--- src/rtl/plen_pkg.sv ---
package plen_pkg;

  localparam int DEFAULT_CAPACITY = 128;

  localparam int ACTION_W = 4;
  localparam int POS_W    = 8;
  localparam int VALUE_W  = 32;
  localparam int STATUS_W = 2;
  localparam int INDEX_W  = 8;

  // action codes
  localparam logic [ACTION_W-1:0] ACT_CLEAR   = 4'd0;
  localparam logic [ACTION_W-1:0] ACT_INSERT  = 4'd1;
  localparam logic [ACTION_W-1:0] ACT_DELETE  = 4'd2;
  localparam logic [ACTION_W-1:0] ACT_READ    = 4'd3;
  localparam logic [ACTION_W-1:0] ACT_LOCATE  = 4'd4;
  localparam logic [ACTION_W-1:0] ACT_PRED    = 4'd5;
  localparam logic [ACTION_W-1:0] ACT_SUCC    = 4'd6;
  localparam logic [ACTION_W-1:0] ACT_MAXIMUM = 4'd7;
  localparam logic [ACTION_W-1:0] ACT_SORT    = 4'd8;
  localparam logic [ACTION_W-1:0] ACT_REVERSE = 4'd9;

  // status codes
  localparam logic [STATUS_W-1:0] ST_OK        = 2'd0;
  localparam logic [STATUS_W-1:0] ST_BAD_POS   = 2'd1;
  localparam logic [STATUS_W-1:0] ST_FULL      = 2'd2;
  localparam logic [STATUS_W-1:0] ST_NOT_FOUND = 2'd3;

  // what every cell does, as broadcast by the sequencer
  typedef enum logic [2:0] {
    M_HOLD  = 3'd0,
    M_INS   = 3'd1,
    M_DEL   = 3'd2,
    M_ROT   = 3'd3,
    M_TAG   = 3'd4,
    M_CSWAP = 3'd5
  } plen_mode_e;

  typedef enum logic [4:0] {
    S_IDLE = 5'b00001,
    S_EXEC = 5'b00010,
    S_SCAN = 5'b00100,
    S_SORT = 5'b01000,
    S_DONE = 5'b10000
  } plen_state_e;

  // broadcast control from the sequencer to the row of cells
  typedef struct packed {
    plen_mode_e         mode;
    logic [POS_W-1:0]   pos0;
    logic               phase;
    logic               by_tag;
    logic [VALUE_W-1:0] value;
  } plen_ctrl_t;

endpackage

--- src/rtl/plen_cell.sv ---
module plen_cell #(
  parameter int CAPACITY = plen_pkg::DEFAULT_CAPACITY,
  parameter int IDX      = 0,
  localparam int IW      = $clog2(CAPACITY),
  localparam int CW      = $clog2(CAPACITY + 1)
) (
  input  logic                          clk_i,
  input  plen_pkg::plen_ctrl_t          ctrl_i,
  input  logic [CW-1:0]                 count_i,
  input  logic [plen_pkg::VALUE_W-1:0]  left_val_i,
  input  logic [IW-1:0]                 left_tag_i,
  input  logic [plen_pkg::VALUE_W-1:0]  right_val_i,
  input  logic [IW-1:0]                 right_tag_i,
  output logic [plen_pkg::VALUE_W-1:0]  val_o,
  output logic [IW-1:0]                 tag_o
);

  logic [plen_pkg::VALUE_W-1:0] val_q, val_d;
  logic [IW-1:0]                tag_q, tag_d;
  logic                         is_left, is_right, gt_right, gt_left;

  // pair membership for the current transposition phase
  assign is_left  = ((IDX % 2) == int'(ctrl_i.phase)) && (IDX + 1 < int'(count_i));
  assign is_right = (IDX >= 1) && (((IDX + 1) % 2) == int'(ctrl_i.phase))
                    && (IDX < int'(count_i));

  // order compare on value or on reversal tag
  assign gt_right = ctrl_i.by_tag ? (tag_q > right_tag_i)
                                  : ($signed(val_q) > $signed(right_val_i));
  assign gt_left  = ctrl_i.by_tag ? (left_tag_i > tag_q)
                                  : ($signed(left_val_i) > $signed(val_q));

  // next entry
  always_comb begin
    val_d = val_q;
    tag_d = tag_q;
    case (ctrl_i.mode)
      plen_pkg::M_INS: begin
        if (IDX > int'(ctrl_i.pos0)) val_d = left_val_i;
        else if (IDX == int'(ctrl_i.pos0)) val_d = ctrl_i.value;
      end
      plen_pkg::M_DEL: begin
        if (IDX >= int'(ctrl_i.pos0)) val_d = right_val_i;
      end
      plen_pkg::M_ROT: begin
        val_d = right_val_i;
      end
      plen_pkg::M_TAG: begin
        tag_d = IW'(int'(count_i) - 1 - IDX);
      end
      plen_pkg::M_CSWAP: begin
        if (is_left && gt_right) begin
          val_d = right_val_i;
          tag_d = right_tag_i;
        end else if (is_right && gt_left) begin
          val_d = left_val_i;
          tag_d = left_tag_i;
        end
      end
      default: begin
        val_d = val_q;
      end
    endcase
  end

  always_ff @(posedge clk_i) begin
    val_q <= val_d;
    tag_q <= tag_d;
  end

  assign val_o = val_q;
  assign tag_o = tag_q;

endmodule

--- config.mk ---
export PLATFORM = sky130hd
export DESIGN_NAME = plen_cell
export DESIGN_NICKNAME = d
export VERILOG_FILES = /design/src/rtl/plen_pkg.sv /design/src/rtl/plen_cell.sv
export SDC_FILE = /design/constraint.sdc
export NUM_CORES = 1
export LEC_CHECK = 0
export BUFFER_PORTS_ARGS = -buffer_cell sky130_fd_sc_hd__buf_2
export CORE_MARGIN = 2
export CORE_UTILIZATION = 44
export CTS_CLUSTER_SIZE = 24
export DETAILED_ROUTE_END_ITERATION = 8
export GPL_ROUTABILITY_DRIVEN = 1
export PLACE_DENSITY = 0.78
export SYNTH_ARGS = -nofsm -noshare
export SYNTH_HDL_FRONTEND = slang
export SYNTH_SLANG_ARGS = --single-unit
export TNS_END_PERCENT = 50
--- constraint.sdc ---
create_clock -name clk_i -period 5.1 [get_ports clk_i]
set_input_delay 0.51 -clock clk_i [delete_from_list [all_inputs] [get_ports clk_i]]
set_output_delay 0.51 -clock clk_i [all_outputs]
set_load 0.01 [all_outputs]
* Yosys cells after proc, flatten, opt, wreduce, memory -nomap -nowiden
Cells that the tools add are included.
Widths: inputs -> output; s select.
** Operators by class
- Magnitude comparators :: 4
- Muxes and demuxes :: 7
- Bitwise logic cells :: 1
- Reduce and logical (&&, ||, !) cells :: 7
- Add/sub/neg operators :: 1
- Div/mod/pow operators :: 0
- $mul :: 0
- Equality and inequality tests :: 8
- Shift-type cells :: 0
** Operators with widths (count)
- $pmux 32 s4 :: 1
- $mux 32 :: 3
- $gt 32x32->1 :: 1
- $pmux 7 s2 :: 1
- $ge 1x8->1 const A :: 1
- $logic_not 8->1 :: 1
- $lt 1x8->1 const A :: 1
- $gt 7x7->1 :: 1
- $mux 7 :: 1
- $sub 7x1->7 const B :: 1
- $eq 3x2->1 const B :: 2
- $eq 3x3->1 const B :: 2
- $ne 2x2->1 const B :: 3
- $reduce_and 4->1 :: 1
- $reduce_bool 4->1 :: 1
- $eq 3x1->1 const B :: 1
- $logic_and 1x1->1 :: 2
- $reduce_and 2->1 :: 1
- $reduce_bool 2->1 :: 1
- $mux 1 :: 1
- $not 1->1 :: 1
** Word-level totals
- Memories :: 0
- Logic and storage cells :: 30
- Latch bits :: 0
- Bits in registers :: 39
- Memory bits (writable) :: 0
- Bits in read-only memories :: 0
- Output and inout port bits :: 39

* Logic depth before layout (Yosys ltp)
- Word-level depth :: 5
- Depth in mapped cells :: 8
- Gate-level depth less buffers :: 8

* Least setup slack after synthesis
Ideal clock, no wire load.
- Path type :: input port to flip-flop
- From :: in right_val_i[1] (netlist bit)
- To :: reg val_q (netlist bit val_o[0]), enable pin
- Library setup time :: 0.431 ns
- Stages :: 8
- Arrival :: 3.285 ns
- Data required time :: 4.669 ns
- Path slack :: 1.384 ns
- Path buffers :: 0
- Path through :: inv_1 ha_1 nor2b_1 o211ai_1 a2111o_1 a31oi_2 o221ai_2 o211ai_1
** On the way
- Longest elaborated chain between the ends :: 5
** Ends and longest elaborated chain
- start: declaration :: RTL line plen_cell.sv:12 : input logic [plen_pkg::VALUE_W-1:0] right_val_i,
- $gt 32x32->1 :: RTL line plen_cell.sv:29 : : ($signed(val_q) > $signed(right_val_i));
- $mux 1 :: RTL line plen_cell.sv:28 : assign gt_right = ctrl_i.by_tag ? (tag_q > right_tag_i)
- $logic_and 1x1->1 :: RTL line plen_cell.sv:52 : if (is_left && gt_right) begin
- $ne 2x2->1 (no source line)
- $reduce_and 4->1 (no source line)
- end signal: assignment :: RTL line plen_cell.sv:67 : val_q <= val_d;
- end: declaration :: RTL line plen_cell.sv:18 : logic [plen_pkg::VALUE_W-1:0] val_q, val_d;
No other way between the ends.
A chain may end at the register's enable or synchronous reset.

* Worst setup path after layout
- From :: reg val_q (netlist bit val_o[27])
- To :: reg tag_q[0], in the netlist tag_o[0], enable pin
** On the way
- Longest elaborated chain between the ends :: 5
** Ends and longest elaborated chain
- $gt 32x32->1 :: RTL line plen_cell.sv:29
- $mux 1 :: RTL line plen_cell.sv:28
- $logic_and 1x1->1 :: RTL line plen_cell.sv:52
- $ne 2x2->1 (no source line)
- $reduce_and 2->1 (no source line)
- end signal: assignment :: RTL line plen_cell.sv:68 : tag_q <= tag_d;
- end: declaration :: RTL line plen_cell.sv:19 : logic [IW-1:0] tag_q, tag_d;
No other way between the ends.

==> results.py <==
metrics = {
    "run_status": {
        "run_status": "completed",
    },
    "power_and_ir_drop": {
        "power.combinational.fraction_pct": 23.4,
        "switching_power_mw": 0.2093,
        "power-per-cell-area_nw_per_um2": 208.9,
        "pwr-share-seq_pct": 50.0,
        "p_sw_share_pct": 27.41,
        "cellInternalPower_mw": 0.5544,
        "max-vdd-ir-drop_v": 0.0001301,
        "power.leakage_nw": 1.772,
        "total_power_mw": 0.7637,
        "power_frac_clock_pct": 26.6,
    },
    "placement": {
        "rd_place_congestion": 0.8688,
        "dpl.cell_count": 467,
        "buffer_ports.inserted": 131,
        "detailed_placement_wirelength_estimate_um": 5446,
    },
    "critical_path": {
        "path_cells": "ha_1 > nand4_1 > nor4_2 > nand2_1 > a31oi_2 > o221ai_2 > a311oi_2",
        "critPathMaxStageDelay_ns": 0.62,
        "r2r.worst_path.cells": 7,
        "worst-endpoint-arrival_ns": 2.64,
        "regToRegEndpoint": "tag_o[0]",
        "critical_path.endpoint": "tag_o[0]",
        "worst_setup_path_startpoint": "val_o[27]",
        "crit_slowest_cell": "a311oi_2",
        "endpoint_kind": "flip-flop",
        "setup.worst_path.class": "reg -> reg",
        "startpoint_type": "flip-flop",
        "cp_data_required_time_ns": 5.02,
        "timing.reg2reg.setup_slack_ns": 2.38,
        "r2r-start": "val_o[27]",
        "crit_fanout": 7,
    },
    "die": {
        "rows": 29,
        "io_pins": 171,
        "starting_density_of_the_core_pct": 45.11,
        "core_area_um2": 6277,
        "die_boundary_height_um": 84.22,
        "die_w_um": 84.22,
        "die_area_um2": 7093,
    },
    "drt": {
        "finalWirelength_um": 6545,
        "dr.first_iter.drc_count": 42,
        "via_count": 2390,
        "highest-signal-layer": "met4",
        "drtAntennaViolNets": 0,
        "routedLengthMet1_um": 2674,
        "drt_drc_violations_left": 0,
        "route.met3.wl_um": 573,
        "met2RoutedLength_um": 3202,
        "post_drt_via_cell_ratio": 5.032,
        "wire_per_inst_um": 13.78,
        "pre_repair_dr_iteration_count": 4,
    },
    "global_route": {
        "initial_antenna_violation_count": 0,
        "track_usage_pct": 18.43,
        "overflow": 0,
        "first_pass_grt_wire_length_um": 10590,
        "grt_max_degree": 33,
        "grt_pass1_vias": 2457,
    },
    "clocking": {
        "postCtsHoldBufs": 0,
        "cts_buffers": 5,
        "max-clock-path-buffers": 2,
        "worstSkewPairLatency_ns": 0.29,
        "cts_setup_buffers": 0,
        "tritoncts": "done",
        "cts.clk_slew.worst_paths_ns": 0.09,
        "cts_sinks": 39,
        "clock_tree.root_cell": "clkbuf_8",
        "h_tree_depth": 2,
        "cts_resized": 0,
    },
    "layout": {
        "fin_nets": 569,
        "finalCoreUtilization_pct": 58.24,
        "post_route_cells_drive_above_1_share_pct": 36.68,
        "stdcell_count": 475,
        "antenna_cells_inserted": 0,
        "flow.area_growth_from_synthesis_pct": 29.12,
    },
    "sta": {
        "min_period_ns": 2.721,
        "timing.max_slew.rel_slack_pct": 57.75,
        "period_share_pct": 53.34,
        "hold_violations": 0,
        "grt_setup_unrepaired": "false",
        "setup-tns-final_ns": 0,
        "clock-skew-final_ns": 0.01185,
        "fmax_mhz": 367.6,
        "slew_viol_final": 0,
        "setup_viol": 0,
        "worst-slew-pin-transition_ns": 0.6338,
    },
    "job": {
        "maximum_capacitance_violations": 0,
    },
    "synthesis": {
        "synth.top_cell.area_share_pct": 41.36,
        "async_reset_ff_share_pct": 0,
        "synth_edf_count": 39,
        "syn_area_um2": 2831,
        "syn_area_per_cell_um2": 10.89,
        "ys.flop_type": "edfxtp_1",
        "yosys_warnings": 0,
        "synth.distinct_cells": 37,
        "syn_inst": 260,
        "syn_nets": 432,
        "seq_area_frac_synth_pct": 41.36,
        "synth_top_area_cell": "edfxtp_1",
        "synth.area.top_cells": "edfxtp_1 41%, ha_1 18%, mux2_1 13%",
        "synth.ff_latch_count": 39,
    },
    "hold_path": {
        "worst_hold_path_type": "in -> reg",
    },
}
==> registers in the layout, summed over array words and instances (netlist names) <==
signal	cells
val_o	32
tag_o	7
==> routing by layer <==
metal  GRT usage [%]  up-vias
met3           5.211        8
met2           33.77       99
met1           20.69     1060
met5               0        -
met4           5.572        0
li1                -     1223
==> cell families after synthesis <==
family          synth area share, %
compound gates                11.36
xor+xnor                      1.547
fa+ha+maj                     17.68
buf+inv                       6.628
flops                         41.36
mux                           12.73
simple gates                  8.705
==> layout by cell type (no fill, tap or decap), types with 2 or more instances in the layout <==
| cell type | count |
|---|---|
| a21oi_1 | 17 |
| o21ai_1 | 3 |
| a211o_1 | 2 |
| buf_2 | 131 |
| nor3_1 | 3 |
| mux2_1 | 32 |
| o211ai_1 | 4 |
| clkbuf_8 | 5 |
| edfxtp_1 | 39 |
| nor2b_1 | 2 |
| a21o_1 | 2 |
| xor2_1 | 3 |
| a211oi_1 | 2 |
| o21ai_0 | 10 |
| nand2_1 | 18 |
| nor4_1 | 2 |
| nand4_1 | 6 |
| clkinv_1 | 2 |
| xnor2_1 | 2 |
| nor2_1 | 9 |
| buf_4 | 2 |
| nand2b_1 | 2 |
| inv_1 | 43 |
| ha_1 | 40 |
==> final cells by class <==
type	count	area [um^2]
Multi-Input combinational cell	174	1473
Sequential cell	39	1171
Clock inverter	2	7.507
Inverter	44	165.2
Fill cell	601	2621
Clock buffer	6	72.57
Timing Repair Buffer	133	670.6
Tap cell	77	96.34
==> critical path: cells and delay by family, from the launching register on <==
kind / cells / cell delay [ns]
AOI/OAI and AO/OA: 3 / 0.99
and+or+nand+nor: 3 / 0.62
DFF: 1 / 0.40
adders and majority gates: 1 / 0.33
==> worst min-delay path by stage <==
stage | start | end | slack [ns] | depth (start not counted)
CTS | ctrl_i[30] | val_o[30] | 0.49 | 2
floorplan | right_tag_i[4] | tag_o[4] | 0.70 | 2
global route | ctrl_i[13] | val_o[13] | 0.50 | 2
detailed placement | ctrl_i[8] | val_o[8] | 0.80 | 2
finish | ctrl_i[23] | val_o[23] | 0.50 | 2
global placement | ctrl_i[9] | val_o[9] | 0.79 | 2
==> power by group through the flow <==
stage,registers (mW),logic (mW),clock network [mW]
6_report,0.382,0.179,0.203
5_1_grt,0.384,0.203,0.221
4_1_cts,0.382,0.182,0.212
3_5_place_dp,0.389,0.181,0
3_3_place_gp,0.388,0.174,0
2_1_floorplan,0.397,0.0959,0
==> Yosys cell counts (2+ instances only) <==
| cell type | number |
|---|---|
| nand2b_1 | 2 |
| nor3_1 | 3 |
| o21ai_1 | 3 |
| a211o_1 | 2 |
| nor2_1 | 9 |
| nand4_1 | 6 |
| a21o_1 | 2 |
| ha_1 | 40 |
| o211ai_1 | 4 |
| mux2_1 | 32 |
| o21ai_0 | 10 |
| nor4_1 | 2 |
| buf_4 | 3 |
| xnor2_1 | 2 |
| xor2_1 | 3 |
| inv_1 | 43 |
| nand2_1 | 18 |
| nor2b_1 | 2 |
| edfxtp_1 | 39 |
| a21oi_1 | 17 |
| a211oi_1 | 2 |
==> through the flow <==
stage / hold slack, ns / cell area (um^2) / setup slack, ns
after global routing: 0.4978 / 3656 / 2.147
after CTS: 0.4888 / 3656 / 2.357
after detailed placement: 0.7959 / 3576 / 2.141
after global placement: 0.7888 / 3576 / 2.170
after floorplan: 0.6971 / 2831 / 1.384
final: 0.4977 / 3656 / 2.379
Note: power is estimated with default switching activity, not from simulation.
